--- src/hw/rtl/prb_pkg.sv ---
// packet reorder buffer: shared types and constants
// used by the controller, the datapath and the top level
package prb_pkg;

  // configuration port
  localparam int CFG_IDX_BITS  = 1;
  localparam int CFG_DATA_BITS = 8;
  localparam logic [CFG_IDX_BITS-1:0] CFG_DISCARD_MODE = 1'b0;
  localparam logic [CFG_IDX_BITS-1:0] CFG_SKIP_GAP     = 1'b1;

  // skip gap register
  localparam int SKIP_GAP_BITS = 8;
  localparam logic [SKIP_GAP_BITS-1:0] SKIP_GAP_RESET = 8'd4;

  typedef enum logic [2:0] {
    ST_CLEAR,
    ST_IDLE,
    ST_LOOK,
    ST_READ,
    ST_CHECK,
    ST_FINISH
  } prb_state_t;

  typedef enum logic [1:0] {
    EXP_KEEP,
    EXP_INC,
    EXP_SEQ1
  } exp_op_t;

  // controller to datapath
  typedef struct packed {
    logic    clr_wr;
    logic    take_pkt;
    logic    look;
    exp_op_t exp_op;
    logic    skp_val;
    logic    direct_emit;
    logic    direct_clr;
    logic    store_wr;
    logic    rd_exp;
    logic    rel_step;
    logic    flush;
    logic    pend_wr;
    logic    pend_val;
  } prb_cmd_t;

  // datapath to controller
  typedef struct packed {
    logic newer;
    logic in_order;
    logic force_skip;
    logic pkt_ok;
    logic discard;
    logic pending;
    logic slot_full;
    logic budget_left;
    logic hold_valid;
    logic out_free;
    logic clear_done;
  } prb_status_t;

endpackage

--- src/hw/rtl/prb_ctrl.sv ---
// packet reorder buffer controller: sequences clear pass, packet decision and release walk
// depends on prb_pkg for state, command and status types
module prb_ctrl import prb_pkg::*; (
  input  logic        clk,
  input  logic        rst,
  input  logic        in_valid,
  output logic        in_ready,
  input  prb_status_t status,
  output prb_cmd_t    cmd
);

  prb_state_t state;
  prb_state_t state_next;
  logic       walk;
  logic       hold_free;

  // state register
  always_ff @(posedge clk) begin
    if (rst) begin
      state <= ST_CLEAR;
    end else begin
      state <= state_next;
    end
  end

  assign hold_free = !status.hold_valid || status.out_free;

  // next state and commands
  always_comb begin
    state_next = state;
    cmd        = '0;
    cmd.exp_op = EXP_KEEP;
    in_ready   = 1'b0;
    walk       = 1'b0;
    unique case (state)
      ST_CLEAR: begin
        cmd.clr_wr = 1'b1;
        if (status.clear_done) begin
          state_next = ST_IDLE;
        end
      end
      ST_IDLE: begin
        in_ready = 1'b1;
        if (in_valid) begin
          cmd.take_pkt = 1'b1;
          state_next   = ST_LOOK;
        end
      end
      ST_LOOK: begin
        cmd.look = 1'b1;
        walk     = status.pending;
        if (status.discard) begin
          // every newer packet with payload_ok goes out, expected jumps past it
          if (status.newer) begin
            cmd.skp_val     = !status.in_order;
            cmd.exp_op      = EXP_SEQ1;
            cmd.direct_emit = status.pkt_ok;
          end
        end else if (status.newer) begin
          walk = 1'b1;
          if (status.in_order) begin
            if (status.pkt_ok && !status.slot_full) begin
              cmd.exp_op      = EXP_INC;
              cmd.direct_emit = 1'b1;
              cmd.direct_clr  = 1'b1;
            end
          end else begin
            // early packet: maybe skip the expected one, hold this one if ok and its slot is free
            if (status.force_skip) begin
              cmd.skp_val = 1'b1;
              cmd.exp_op  = EXP_INC;
            end
            cmd.store_wr = !status.slot_full && status.pkt_ok;
          end
        end
        if (walk) begin
          state_next = ST_READ;
        end else begin
          cmd.pend_wr  = 1'b1;
          cmd.pend_val = 1'b0;
          state_next   = ST_FINISH;
        end
      end
      ST_READ: begin
        cmd.rd_exp = 1'b1;
        state_next = ST_CHECK;
      end
      ST_CHECK: begin
        // one held packet per cycle while the run lasts and the result staging is free
        if (status.slot_full && status.budget_left) begin
          if (hold_free) begin
            cmd.rel_step = 1'b1;
          end
        end else begin
          cmd.pend_wr  = 1'b1;
          cmd.pend_val = status.slot_full;
          state_next   = ST_FINISH;
        end
      end
      ST_FINISH: begin
        if (!status.hold_valid) begin
          state_next = ST_IDLE;
        end else if (status.out_free) begin
          cmd.flush  = 1'b1;
          state_next = ST_IDLE;
        end
      end
      default: begin
        state_next = ST_CLEAR;
      end
    endcase
  end

endmodule

--- config.mk ---
export PLATFORM = sky130hd
export DESIGN_NAME = prb_ctrl
export DESIGN_NICKNAME = d
export VERILOG_FILES = /design/src/hw/rtl/prb_pkg.sv /design/src/hw/rtl/prb_ctrl.sv
export SDC_FILE = /design/constraint.sdc
export NUM_CORES = 1
export LEC_CHECK = 0
export CORE_AREA = 2 2 39 41
export DETAILED_ROUTE_END_ITERATION = 8
export DIE_AREA = 0 0 41 43
export DONT_BUFFER_PORTS = 1
export GPL_ROUTABILITY_DRIVEN = 0
export PLACE_DENSITY = 0.5
export SYNTH_ARGS = -nofsm -noshare
export SYNTH_HDL_FRONTEND = slang
export SYNTH_SLANG_ARGS = --single-unit
--- constraint.sdc ---
create_clock -name clk -period 1.5 [get_ports clk]
set_input_delay 0.075 -clock clk [delete_from_list [all_inputs] [get_ports clk]]
set_output_delay 0.075 -clock clk [all_outputs]
set_load 0.01 [all_outputs]
==> qor.csv <==
metric;value;unit
outcome;finished clean;
slew_headroom;76.01;%
required;1.42;ns
drive_above_1_share;20.00;%
drv_cap;0;
r2r_end;state[0];
fin_tns_setup;0;ns
cts_root_buf;clkbuf_4;
cp_max_fo;10;
report.final.slew_viol_count;0;
totalPowerFinal;0.3373;mW
reg2reg_from;state[0];
routedWlPerCell;12.29;um
die-area;1763;um2
cts_inserted_buffers;3;
setup.worst_path.start;state[2];
p_seq_share;33.5;%
num_antenna_cells;0;
cts_setup_buffers;0;
max_freq;735.1;MHz
route.detailed.drc;0;
yosys_warnings;0;
cellPowerDensity;750.8;nW/um2
fin_skew;0.0001369;ns
core;1384;um2
totalWireLength;934;um
synth_cell_types;23;
p_int;0.2283;mW
worstMarginPinSlew;0.3571;ns
cts_tree;done;
top_register;state;
clk_path_buf_depth;2;
p_sw_share;32.32;%
post-route-period-util;90.69;%
finalHoldViolCount;0;
fin_nets;75;
top_regs;state: 3 flops;
synth_nets;69;
end_kind;primary output;
die_width;41;um
htreeDepth;1;
dpl-instance-area;394.1;um2
synth_cells;55;
combPwrFrac;25.0;%
grt_pass1_vias;373;
io_buffers;0;
ir_drop;251.8;uV
rsz0062_at_grt;false;
hpwl;715.9;um
critPathKind;flop to primary output;
hold_class;input pin to flop;
min_period;1.360;ns
row_count;14;
reg2reg_slack;0.40;ns
largest_register_ffs;3;
setup_viol;0;
avgSynthCellArea;7.029;um2
grt_pass1_wl;1.393;mm
hold_ws;0.01023;ns
vias;403;
synth_seq_cells;3;
clk_latency;0.23;ns
grt_use_total;11.32;%
hold_depth;2;
r2r_cells;3;
fp.dieH;43;um
cp.arrival;1.29;ns
ys_seq_area_share;15.53;%
syn2layout_area_growth;16.18;%
drt-vias-per-instance;5.303;
cts_num_sinks;3;
fillCellCount;164;
grt_max_degree;13;
ios;29;
synthesis.area;386.6;um2
final_area;449.2;um2
drt_iter0_drc;1;
grt-ovfl-total;0;
p_clk_share;41.5;%
cp-endpoint;cmd[0];
antenna_found_initial;0;
start_util;27.94;%
drtPass1Iterations;2;
p_leak;0.1646;nW
cp-start-kind;flop;
p_sw;0.1090;mW
drtAntennaViolNets;0;
clk_pin_slew;0.04;ns
==> cell usage after synthesis <==
| library cell | count | area (um2) |
|---|---|---|
| nor2_1 | 9 | 33.78 |
| a21oi_1 | 5 | 25.02 |
| nor2b_1 | 5 | 31.28 |
| nor3_1 | 5 | 25.02 |
| nand2b_1 | 4 | 25.02 |
| dfxtp_1 | 3 | 60.06 |
| nand2_1 | 3 | 11.26 |
| nand3_1 | 3 | 15.01 |
| and2_1 | 2 | 12.51 |
| buf_6 | 2 | 22.52 |
| inv_1 | 2 | 7.510 |
| a211o_1 | 1 | 8.760 |
| a32oi_1 | 1 | 8.760 |
| and3_1 | 1 | 6.260 |
| buf_2 | 1 | 5.000 |
| nand4_4 | 1 | 21.27 |
| nor2_8 | 1 | 20.02 |
| nor3b_1 | 1 | 7.510 |
| nor4_1 | 1 | 6.260 |
| nor4b_2 | 1 | 15.01 |
| o21ai_1 | 1 | 5.000 |
| o31ai_1 | 1 | 7.510 |
| or3_1 | 1 | 6.260 |
==> through the flow <==
step | util [%] | cells | setup WS, ns
after floorplan | - | 55 | 0.4014
after global placement | 28.48 | 70 | 0.2558
after detailed placement | 28.48 | 70 | 0.2138
after CTS | 31.92 | 76 | 0.02499
after global routing | 32.46 | 76 | 0.04165
final | 32.46 | 76 | 0.1397
==> per-layer routing <==
layer  vias up  share of wire (%)  global-route usage [%]  wire length [um]
met4         0                  0                   4.000                 0
met2        26                 42                   15.63               396
li1        203                  -                       -                 -
met3         0                 14                   5.759               127
met1       174                 44                   14.70               410
met5         -                  0                       0                 0
==> kinds of logic (layout without fill, tap and decap cells) <==
logic type             Yosys count  in the layout  share of synthesized area [%]
AO/OA/AOI/OAI                    9              9                          14.24
buffers and inverters            5             10                          9.061
flip-flops                       3              3                          15.53
AND/OR/NAND/NOR                 38             38                          61.16
==> timing repair <==
action	4_1_cts	5_1_grt
hold buffers	2	0
endpoints found under the setup margin	2	7
gates resized for setup	1	3
hold endpoints to repair	2	0
==> power by group through the flow <==
| stage | combinational, mW | sequential (mW) | clock, mW |
|---|---|---|---|
| floorplan | 0.0936 | 0.0915 | 0 |
| global placement | 0.0803 | 0.112 | 0 |
| detailed placement | 0.0801 | 0.113 | 0 |
| CTS | 0.0849 | 0.112 | 0.147 |
| global route | 0.0942 | 0.115 | 0.158 |
| finish | 0.0842 | 0.113 | 0.140 |
==> worst min path at each step <==
stage / from / end
2_1_floorplan: rst / state[0]
3_3_place_gp: rst / state[0]
3_5_place_dp: rst / state[0]
4_1_cts: rst / state[2]
5_1_grt: rst / state[2]
6_report: rst / state[2]
==> cells in the final DEF (no fill, tap or decap) <==
cell / count
nor2_1: 9
nor2b_1: 5
a21oi_1: 5
nand2b_1: 4
nor3_1: 4
nand2_1: 3
nand3_1: 3
clkbuf_4: 3
dfxtp_2: 3
and2_1: 2
inv_1: 2
dlygate4sd3_1: 2
buf_4: 2
nor2_8: 1
a32oi_1: 1
nor3_2: 1
nand4_4: 1
nor4b_2: 1
nor4_1: 1
nor3b_1: 1
and3_1: 1
o31ai_1: 1
or3_1: 1
a211o_1: 1
o21ai_1: 1
clkbuf_1: 1
==> area by class of cell <==
cell class              count  area, um2  area share, %
flip-flops and latches      3      63.81          14.21
multi-input cells          47      296.5          66.02
inverters                   2      7.507          1.671
repair buffers              4      35.03          7.799
clock buffers               4      26.28          5.850
well taps                  16      20.02          4.457
==> worst max-delay path, cell delays in order (launching register included) <==
cell and delay (ns):
dfxtp_2 0.47, nand2b_1 0.11, nor3b_1 0.22, nor2b_1 0.25
No activity file was read; power rests on OpenSTA's default activity.
